**src/tcw_pkg.sv**
```systemverilog
`timescale 1ns / 1ps

package tcw_pkg;

    // Screen geometry
    localparam int COLUMNS = 80;
    localparam int ROWS    = 25;
    localparam int CELLS   = COLUMNS * ROWS;

    localparam int ADDR_W = $clog2(CELLS);
    localparam int CNT_W  = $clog2(CELLS + 1);
    localparam int COL_W  = $clog2(COLUMNS);
    localparam int SUM_W  = ADDR_W + 1;

    // Field widths of the request and result beats
    localparam int IDX_W  = 11;
    localparam int BYTE_W = 8;
    localparam int CELL_W = 2 * BYTE_W;

    localparam logic [BYTE_W-1:0] BLANK_CHAR   = 8'h20;
    localparam logic [BYTE_W-1:0] NEWLINE_CHAR = 8'h0A;
    localparam logic [BYTE_W-1:0] RESET_ATTR   = 8'h07;

    typedef enum logic [1:0] {
        REQ_PUT       = 2'd0,
        REQ_BACKSPACE = 2'd1,
        REQ_CLEAR     = 2'd2,
        REQ_READ      = 2'd3
    } req_type_t;

    typedef struct packed {
        req_type_t          req_type;
        logic [BYTE_W-1:0]  char_code;
        logic [IDX_W-1:0]   cell_index;
    } req_item_t;

    typedef struct packed {
        logic [IDX_W-1:0]   cursor_cell;
        logic               scrolled;
        logic [BYTE_W-1:0]  read_char;
        logic [BYTE_W-1:0]  read_attr;
    } rsp_item_t;

    // Controller to datapath
    typedef struct packed {
        logic accept;
        logic exec;
        logic sweep_start;
        logic sweep_step;
        logic sweep_scroll;
        logic sweep_rst_attr;
        logic load_out;
    } tcw_cmd_t;

    // Datapath to controller
    typedef struct packed {
        req_type_t req_type;
        logic      wraps;
        logic      sweep_done;
        logic      out_free;
    } tcw_sts_t;

endpackage

```
**src/tcw_ctrl.sv**
```systemverilog
`timescale 1ns / 1ps

module tcw_ctrl (
    input  logic             clk,
    input  logic             rst_n,
    input  logic             in_valid,
    output logic             in_ready,
    input  tcw_pkg::tcw_sts_t sts,
    output tcw_pkg::tcw_cmd_t cmd
);
    import tcw_pkg::*;

    typedef enum logic [2:0] {
        ST_INIT,
        ST_IDLE,
        ST_EXEC,
        ST_CLEAR,
        ST_SCROLL,
        ST_FINISH
    } state_t;

    state_t state_reg;
    state_t state_next;

    always_comb
    begin
        state_next = state_reg;
        cmd        = '0;
        in_ready   = 1'b0;
        unique case (state_reg)
            ST_INIT:
            begin
                cmd.sweep_step     = 1'b1;
                cmd.sweep_rst_attr = 1'b1;
                if (sts.sweep_done)
                begin
                    state_next = ST_IDLE;
                end
            end
            ST_IDLE:
            begin
                in_ready = 1'b1;
                if (in_valid)
                begin
                    cmd.accept = 1'b1;
                    state_next = ST_EXEC;
                end
            end
            ST_EXEC:
            begin
                cmd.exec        = 1'b1;
                cmd.sweep_start = 1'b1;
                unique case (sts.req_type) inside
                    REQ_CLEAR: state_next = ST_CLEAR;
                    REQ_READ:  state_next = ST_FINISH;
                    REQ_PUT, REQ_BACKSPACE:
                    begin
                        if (sts.wraps)
                        begin
                            state_next = ST_SCROLL;
                        end
                        else if (sts.out_free)
                        begin
                            cmd.load_out = 1'b1;
                            state_next   = ST_IDLE;
                        end
                        else
                        begin
                            state_next = ST_FINISH;
                        end
                    end
                    default: state_next = ST_FINISH;
                endcase
            end
            ST_CLEAR:
            begin
                cmd.sweep_step = 1'b1;
                if (sts.sweep_done)
                begin
                    state_next = ST_FINISH;
                end
            end
            ST_SCROLL:
            begin
                cmd.sweep_step   = 1'b1;
                cmd.sweep_scroll = 1'b1;
                if (sts.sweep_done)
                begin
                    state_next = ST_FINISH;
                end
            end
            ST_FINISH:
            begin
                if (sts.out_free)
                begin
                    cmd.load_out = 1'b1;
                    state_next   = ST_IDLE;
                end
            end
            default: state_next = ST_IDLE;
        endcase
    end

    always_ff @(posedge clk or negedge rst_n)
    begin
        if (!rst_n)
        begin
            state_reg <= ST_INIT;
        end
        else
        begin
            state_reg <= state_next;
        end
    end

`ifndef ASSERT_OFF
    // a request is only taken once the power-on blanking sweep is over
    a_no_accept_during_init: assert property (@(posedge clk) disable iff (!rst_n)
        (state_reg == ST_INIT) |-> !in_ready)
        else $error("request taken during initial blanking");
`endif

endmodule

```
**config.mk**
```make
export PLATFORM = sky130hd
export DESIGN_NAME = tcw_ctrl
export DESIGN_NICKNAME = d
export VERILOG_FILES = /design/src/tcw_pkg.sv /design/src/tcw_ctrl.sv
export SDC_FILE = /design/constraint.sdc
export NUM_CORES = 1
export LEC_CHECK = 0
export BUFFER_PORTS_ARGS = -buffer_cell sky130_fd_sc_hd__buf_2
export CAP_MARGIN = 20
export CORE_AREA = 2 2 39 41
export DETAILED_ROUTE_END_ITERATION = 6
export DIE_AREA = 0 0 41 43
export GPL_TIMING_DRIVEN = 0
export PLACE_DENSITY = 0.56
export SYNTH_ARGS = -nofsm -noshare
export SYNTH_HDL_FRONTEND = slang
export SYNTH_SLANG_ARGS = --single-unit
```
**constraint.sdc**
```tcl
create_clock -name clk -period 2.8 [get_ports clk]
set_clock_uncertainty 0.15 [all_clocks]
set_input_delay 0.7 -clock clk [delete_from_list [all_inputs] [get_ports clk]]
set_output_delay 0.7 -clock clk [all_outputs]
set_load 0.005 [all_outputs]
```
### After elaboration in Yosys (flattened, before gate mapping)

Index checks and enable logic that the tools add are counted.

* equality and inequality tests: 11
* multiplexer cells: 19
* reductions and logical operators: 6

Operator list (number)
* two-way mux 3 bit: 6
* case mux 3 bit (5 select lines): 1
* two-way mux 1 bit: 9
* equality test 3 x 2 -> 1 bit (second input constant): 2
* equality test 3 bit (second input constant): 2
* inequality test 2 bit (second input constant): 3
* case mux 3 bit (2 select lines): 1
* AND reduction 4 bit: 1
* OR reduction 2 bit: 2
* equality test 3 x 1 -> 1 bit (second input constant): 1
* zero test 3 bit: 1
* OR reduction 3 bit: 1
* equality test 2 x 1 -> 1 bit (second input constant): 1
* equality test 2 bit (second input constant): 1
* zero test 2 bit: 1
* two-way mux 2 bit: 1
* inequality test 2 x 1 -> 1 bit (second input constant): 1
* case mux 1 bit (2 select lines): 1

* register bits after elaboration: 3
* output and inout bits: 8
* logic and storage cells: 37

### Logic depth before layout (Yosys ltp)

Gate-level depths: netlist of the first run.

* depth after elaboration: 4
* mapped depth: 4

### Least setup slack after synthesis of the first run

No wires, ideal clock.

* path type: input to output
* start: input sts[2] in the netlist's numbering
* end: output cmd[0] in the netlist's numbering
* arrival: 1.361 ns
* path slack: 0.589 ns
* stages: 2
* buffers on the path: 0
* cells stage by stage: or4_1 a21boi_1

RTL lines
* from (decl): line tcw_ctrl.sv:8 `input tcw_pkg::tcw_sts_t sts,`
* to (decl): line tcw_ctrl.sv:9 `output tcw_pkg::tcw_cmd_t cmd`

==> summary.md, run 1 <==
| Metric | Value |
|---|---|
| Clock buffer depth | 2 |
| Syn Inst Count | 37 |
| Gpl congestion | 0.784 |
| Mapped Area | 297 um^2 |
| Clock power share | 19.5% |
| Sequential area share after synthesis | 25.3% |
| Share of cells above drive strength 1 | 41.1% |
| DIE AREA | 1760 um^2 |
| First-pass GRT wire length | 1330 um |
| Overflow after GRT | 0 |
| Gr usage total | 11.5% |
| Antenna violations before repair | 0 |
| Startpoint Class | input port |
| Max Fanout on Critical Path | 3 |
| Number of global-route vias before repair | 318 |
| Final Cycle Share | 87.0% |
| Post-synth top cells | dfrtp_1, nand2_1, nor3_1 |
| CP arrival | 1590 ps |
| Synth Flop Type | dfrtp_1 |
| Total number of vias | 343 |
| Cell taking the most area after synthesis | dfrtp_1 |
| Endpoint class of the critical path | output port |
| Fraction of registers with async set/reset | 100% |
| NetSw | around 0.17 mW |
| Pre-Repair DR Iteration Count | 5 |
| Minimum clock period | approximately 2400 ps |
| Number of flops mapped to enable cells by yosys | 0 |
| Flop pwr share | 19.5% |
| Unrepaired setup endpoints after global routing | no |
| DIE HEIGHT | 43 um |
| Post-route cell area | 418 um^2 |
| Register area | 75.1 um^2 |
| Slew Limit Fails | 0 |
| DP HPWL | 600 um |
| Worst-margin pin slew | 403 ps |
| Avg Inst Size Synth | 8.01 um^2 |
| Met3 Usage GRT | between 3 and 4% |
| Main combinational cell family by area after synthesis | simple AND/OR/NAND/NOR gates |
| Max reg flops | 3 |
| Seq cells post-synth | 3 |
| Synth Area in Adders | 0% |
| Total Nets Final | 65 |
| Skew-Pair Late Insertion Delay | 240 ps |
| F_max | between 400 and 500 MHz |
| Relative slew slack | 73.1% |
| Number of diodes | 0 |
| Num rows | 14 |
| Area of the multi-input gates | 186 um^2 |
| Worst VDD drop | 0.294 mV |
| Met2 Usage GRT | 15.6% |
| Complex-gate fraction of the synthesized area | 24.9% |
| CP required | between 1500 and 2000 ps |
| Wire length per cell | between 10 and 15 um |
| Pwr dens | between 900 and 1000 nW/um^2 |
| Synth Area in Simple Gates | 34.6% |
| Yosys warns | 0 |
| Met1 usage | approximately 15% |
| Drt total wl | 797 um |
| Run status | finished, final reports clean |
| Layout Cells excl Fill | 72 |
| DRC | 0 |
| Resize count post-CTS | 0 |
| Inserted Clock Buffers | 3 |
| WS Path Type | input port to output port |
| Clock transition at the registers of the reported paths | 40 ps |
| Combinational share of power | roughly three fifths |
| Placed cell area | 392 um^2 |
| Hold Fails Final Rpt | 0 |
| IO Port Bufs | 15 |
| H-tree level count | 1 |
| Hold Crit Class | input port to asynchronous set/reset pin |
| Setup TNS | 0 ps |
| Post-Synth XOR/XNOR Area | 0% |
| Post-Syn Nets | 45 |
| Netlist cell types | 27 |
| CTS tree | built |
| Net Sw Frac | 41.3% |
| Die width | 41 um |
| Final setup fails | 0 |
| Post-CTS Setup Bufs | 0 |
| I/O Pins | 16 |
| Total of max-cap violations | 0 |
| Internal portion of total power | 0.241 mW |
| Root Driver | clkbuf_4 |
| Via/cell ratio | 4.76 |
| Layer with the highest usage | met2 |
| LEAKAGE | 0.201 nW |
| WHS | 91.3 ps |
| Yosys top cell area share | around a quarter |
| Hold buffers post-CTS | 0 |
| Multiplexer share of the synthesized area | 3.38% |
| Cells after DPL | between 60 and 70 |
| Num Clock Sinks | 3 |
| Starting Density | 21.4% |
| Layout area overhead | 40.9% |
| Initial drt markers | 8 |
| Area of the core | ~1400 um^2 |
| Largest cells by area after synthesis | dfrtp_1, nor3_1, nand3b_1 |
| Antenna Nets Post-Route | 0 |
| Largest net degree at the start of global routing | 11 |
| Fillers | 154 |
[logic make-up (layout without fill, tap and decap cells)]
group	after synthesis	in the layout
mux	1	1
simple gates	17	17
compound gates	10	10
buf+inv	6	25
flops	3	3
[metrics by stage]
step                      power [mW]  util, %  worst slack [ps]
final                          0.410     30.2               364
after floorplan                0.253        -               589
after CTS                      0.413     30.2               364
after global routing           0.449     30.2               299
after global placement         0.328     28.3               359
after detailed placement       0.330     28.3               377
[worst max-delay path, cell delays in order]
cell	delay (ps)
buf_2	110
or4_1	500
a21boi_1	150
buf_2	130
[power groups by stage]
stage          Combinational, mW  Clock [mW]  Sequential [mW]
6_report                   0.250      0.0799           0.0801
5_1_grt                    0.278      0.0874           0.0833
4_1_cts                    0.251      0.0815           0.0809
3_5_place_dp               0.249           0           0.0815
3_3_place_gp               0.247           0           0.0810
2_1_floorplan              0.176           0           0.0768
[final cells by class]
type	count	share of cell area [%]
Buffer	4	6.59
Clock buffer	4	6.29
Inverter	2	1.80
Multi-Input combinational cell	28	44.6
Sequential cell	3	18.0
Tap cell	16	4.79
Timing Repair Buffer	15	18.0
[placed cells by master, fill, tap and decap left out]
cell	n
a31oi_1	1
buf_6	1
nor2_1	2
dfrtp_1	3
o31ai_1	1
a21oi_1	1
nand2_1	3
nand2b_4	1
o21ai_0	1
o211ai_1	1
buf_2	16
a21boi_1	1
or4_1	1
nand3b_1	2
clkbuf_4	3
clkbuf_1	2
a211oi_1	1
nor3_1	3
and3_1	1
a31o_2	1
o32a_1	1
and2_1	1
inv_1	2
mux2i_1	1
nor3b_1	1
a2bb2oi_1	1
nor2b_1	2
buf_4	1
[final timing paths]
path	from	end	slack [ps]	cells past startpoint
max in group asynchronous	rst_n	state_reg[2]$_DFFE_PN0P_	2300	1
setup / recovery	sts[2]	cmd[0]	360	4
hold / removal	rst_n	state_reg[0]$_DFFE_PN0P_	90	1
min in group clk	state_reg[2]$_DFFE_PN0P_	state_reg[1]$_DFFE_PN0P_	400	2
hold reg to reg	state_reg[2]$_DFFE_PN0P_	state_reg[1]$_DFFE_PN0P_	400	2
setup reg to reg	state_reg[0]$_DFFE_PN0P_	state_reg[2]$_DFFE_PN0P_	1400	3
[routing by layer]
layer / vias to the layer above / wire length (um)
li1: 170 / -
met1: 159 / 337
met2: 12 / 390
met3: 2 / 55
met4: 0 / 14
met5: - / 0
Power figures use the tool's default switching activity.
==> run 2, diff against run 1 <==
--- a/config.mk
+++ b/config.mk
@@ -12,4 +12,5 @@
 export DIE_AREA = 0 0 41 43
 export GPL_TIMING_DRIVEN = 0
+export MAX_ROUTING_LAYER = met4
 export PLACE_DENSITY = 0.56
 export SYNTH_ARGS = -nofsm -noshare
==> constraint.sdc (replaced) <==
create_clock -name clk -period 2.8 [get_ports clk]
set_clock_uncertainty 0.15 [all_clocks]
set_input_delay 0.56 -clock clk [delete_from_list [all_inputs] [get_ports clk]]
set_output_delay 0.56 -clock clk [all_outputs]
set_load 0.005 [all_outputs]
==> summary.md, run 2 (synthesized netlist as in run 1, its figures left out) <==
| Metric | Value |
|---|---|
| Number of diodes | 0 (unchanged) |
| Area of the multi-input gates | 186 um^2 (unchanged) |
| Starting Density | 21.4% (unchanged) |
| Resize count post-CTS | 0 (unchanged) |
| Skew-Pair Late Insertion Delay | 240 ps (about the same) |
| Layout area overhead | 44.3% (was 40.9%) |
| Run status | finished, final reports clean (unchanged) |
| Total Nets Final | 66 (was 65) |
| Total of max-cap violations | 0 (unchanged) |
| HP Start | in_valid |
| Num rows | 14 (unchanged) |
| Via/cell ratio | 4.75 (was 4.76) |
| Antenna violations before repair | 0 (unchanged) |
| Combinational share of power | 61.0% (about the same) |
| Total number of vias | 347 (was 343) |
| Cells after DPL | 68 (unchanged) |
| DIE HEIGHT | 43 um (unchanged) |
| CP arrival | 1560 ps (was 1590 ps) |
| Internal portion of total power | 0.241 mW (about the same) |
| Num Clock Sinks | 3 (unchanged) |
| Worst-margin pin slew | 402 ps (was 403 ps) |
| Buf+Inv Stages, Crit Path | 2 (unchanged) |
| Slew Limit Fails | 0 (unchanged) |
| IO Port Bufs | 15 (unchanged) |
| Crit-path cells | buf_6, nand2b_4, or4_1, a21boi_1, buf_2 (was buf_2, or4_1, a21boi_1, buf_2) |
| Post-CTS Setup Bufs | 0 (unchanged) |
| Hold Crit Class | input port to register (was input port to asynchronous set/reset pin) |
| Pwr dens | 961 nW/um^2 (was 980 nW/um^2) |
| Unrepaired setup endpoints after global routing | no (unchanged) |
| Max Fanout on Critical Path | 8 (was 3) |
| First-pass GRT wire length | 1350 um (was 1330 um) |
| Pre-Repair DR Iteration Count | 4 (was 5) |
| Largest net degree at the start of global routing | 11 (unchanged) |
| Final Cycle Share | 81.1% (was 87.0%) |
| Endpoint class of the critical path | output port (unchanged) |
| Startpoint Class | register (was input port) |
| Net Sw Frac | 41.3% (about the same) |
| Fillers | 153 (was 154) |
| Utilization after layout | 30.9% (was 30.2%) |
| Critical-path top delay cell | or4_1 (unchanged) |
| Setup TNS | 0 ps (unchanged) |
| NetSw | 0.170 mW (was 0.169 mW) |
| DRC | 0 (unchanged) |
| Number of global-route vias before repair | 322 (was 318) |
| Die width | 41 um (unchanged) |
| Area of the core | 1380 um^2 (unchanged) |
| F_max | 440 MHz (was 411 MHz) |
| Max reg flops | 3 (unchanged) |
| Gpl congestion | 0.795 (was 0.784) |
| Hold Fails Final Rpt | 0 (unchanged) |
| Worst VDD drop | 0.294 mV (about the same) |
| Drt total wl | 806 um (was 797 um) |
| Clock transition at the registers of the reported paths | 40 ps (about the same) |
| Clock power share | 19.5% (about the same) |
| Final setup fails | 0 (unchanged) |
| I/O Pins | 16 (unchanged) |
| Gr usage total | 11.9% (was 11.5%) |
| DP HPWL | 600 um (unchanged) |
| Root Driver | clkbuf_4 (unchanged) |
| Total Power | 0.411 mW (was 0.410 mW) |
| RR Startpoint | state_reg[0]$_DFFE_PN0P_ (unchanged) |
| Initial drt markers | 8 (unchanged) |
| Post-route cell area | 428 um^2 (was 418 um^2) |
| Clock buffer depth | 2 (unchanged) |
| DIE AREA | 1760 um^2 (unchanged) |
| Inserted Clock Buffers | 3 (unchanged) |
| Minimum clock period | 2270 ps (was 2440 ps) |
| Antenna Nets Post-Route | 0 (unchanged) |
| Overflow after GRT | 0 (unchanged) |
| Register area | 75.1 um^2 (unchanged) |
| H-tree level count | 1 (unchanged) |
| CP required | 2090 ps (was 1950 ps) |
| Placed cell area | 392 um^2 (unchanged) |
| Most common cell after layout, fill and taps aside | buf_2 (unchanged) |
| Flop pwr share | 19.5% (about the same) |
| Relative slew slack | 73.2% (was 73.1%) |
| Largest stage delay, worst path | 400 ps (was 500 ps) |
| CTS tree | built (unchanged) |
| WS Path Type | register to output port (was input port to output port) |
| Most frequent cells in the layout | buf_2, nand2_1, nor3_1, clkbuf_4, dfrtp_1 (unchanged) |
| LEAKAGE | 0.206 nW (was 0.201 nW) |
| Wire length per cell | 11.0 um (was 11.1 um) |
| Share of cells above drive strength 1 | 40.4% (was 41.1%) |
| Critical Path Start | state_reg[2]$_DFFE_PN0P_ (was sts[2]) |
| Layout Cells excl Fill | 73 (was 72) |
| Crit-path leading delay family | simple AND/OR/NAND/NOR gates (unchanged) |
| Reg2reg setup slack | 1400 ps (about the same) |
run 2: cell count changes in the layout (fill, tap and decap cells not counted), sizes merged:
cell / delta
dlygate4sd3: +1
run 2: power groups by stage:
| stage | Combinational (mW) | Sequential [mW] | Clock (mW) |
|---|---|---|---|
| after floorplan | 0.176 | 0.0768 | 0 |
| after global placement | 0.247 | 0.0810 | 0 |
| after detailed placement | 0.249 | 0.0815 | 0 |
| after CTS | 0.252 | 0.0809 | 0.0815 |
| after global routing | 0.279 | 0.0833 | 0.0874 |
| final | 0.251 | 0.0802 | 0.0800 |
run 2: final timing paths:
| kind | cells after the start | end |
|---|---|---|
| max | 5 | cmd[0] |
| min | 2 | state_reg[0]$_DFFE_PN0P_ |
| min reg2reg | 2 | state_reg[1]$_DFFE_PN0P_ |
| min in group asynchronous | 2 | state_reg[0]$_DFFE_PN0P_ |
| max in group asynchronous | 2 | state_reg[2]$_DFFE_PN0P_ |
| max reg2reg | 3 | state_reg[2]$_DFFE_PN0P_ |
run 2: final cells by class:
type / instances / area share, %
Clock buffer: 4 / 6.14
Timing Repair Buffer: 16 / 19.9
Buffer: 4 / 6.43
Inverter: 2 / 1.75
Sequential cell: 3 / 17.5
Multi-Input combinational cell: 28 / 43.6
Tap cell: 16 / 4.68
run 2: what timing repair did:
item,CTS,global route
endpoints found under the setup margin,0,0
hold buffers,1,0
endpoints found under the hold margin,3,0
run 2: metrics by stage:
| stage | setup slack [ps] | hold WS, ps |
|---|---|---|
| final | 529 | 377 |
| after global routing | 439 | 401 |
| after CTS | 521 | 374 |
| after detailed placement | 657 | 207 |
| after global placement | 639 | 205 |
| after floorplan | 869 | 114 |
run 2: layer usage:
layer	wire length [um]	track usage, %	up-vias
li1	-	-	172
met1	352	15.3	161
met2	383	15.6	12
met3	55	3.14	2
met4	14	8.00	0
met5	0	-	-
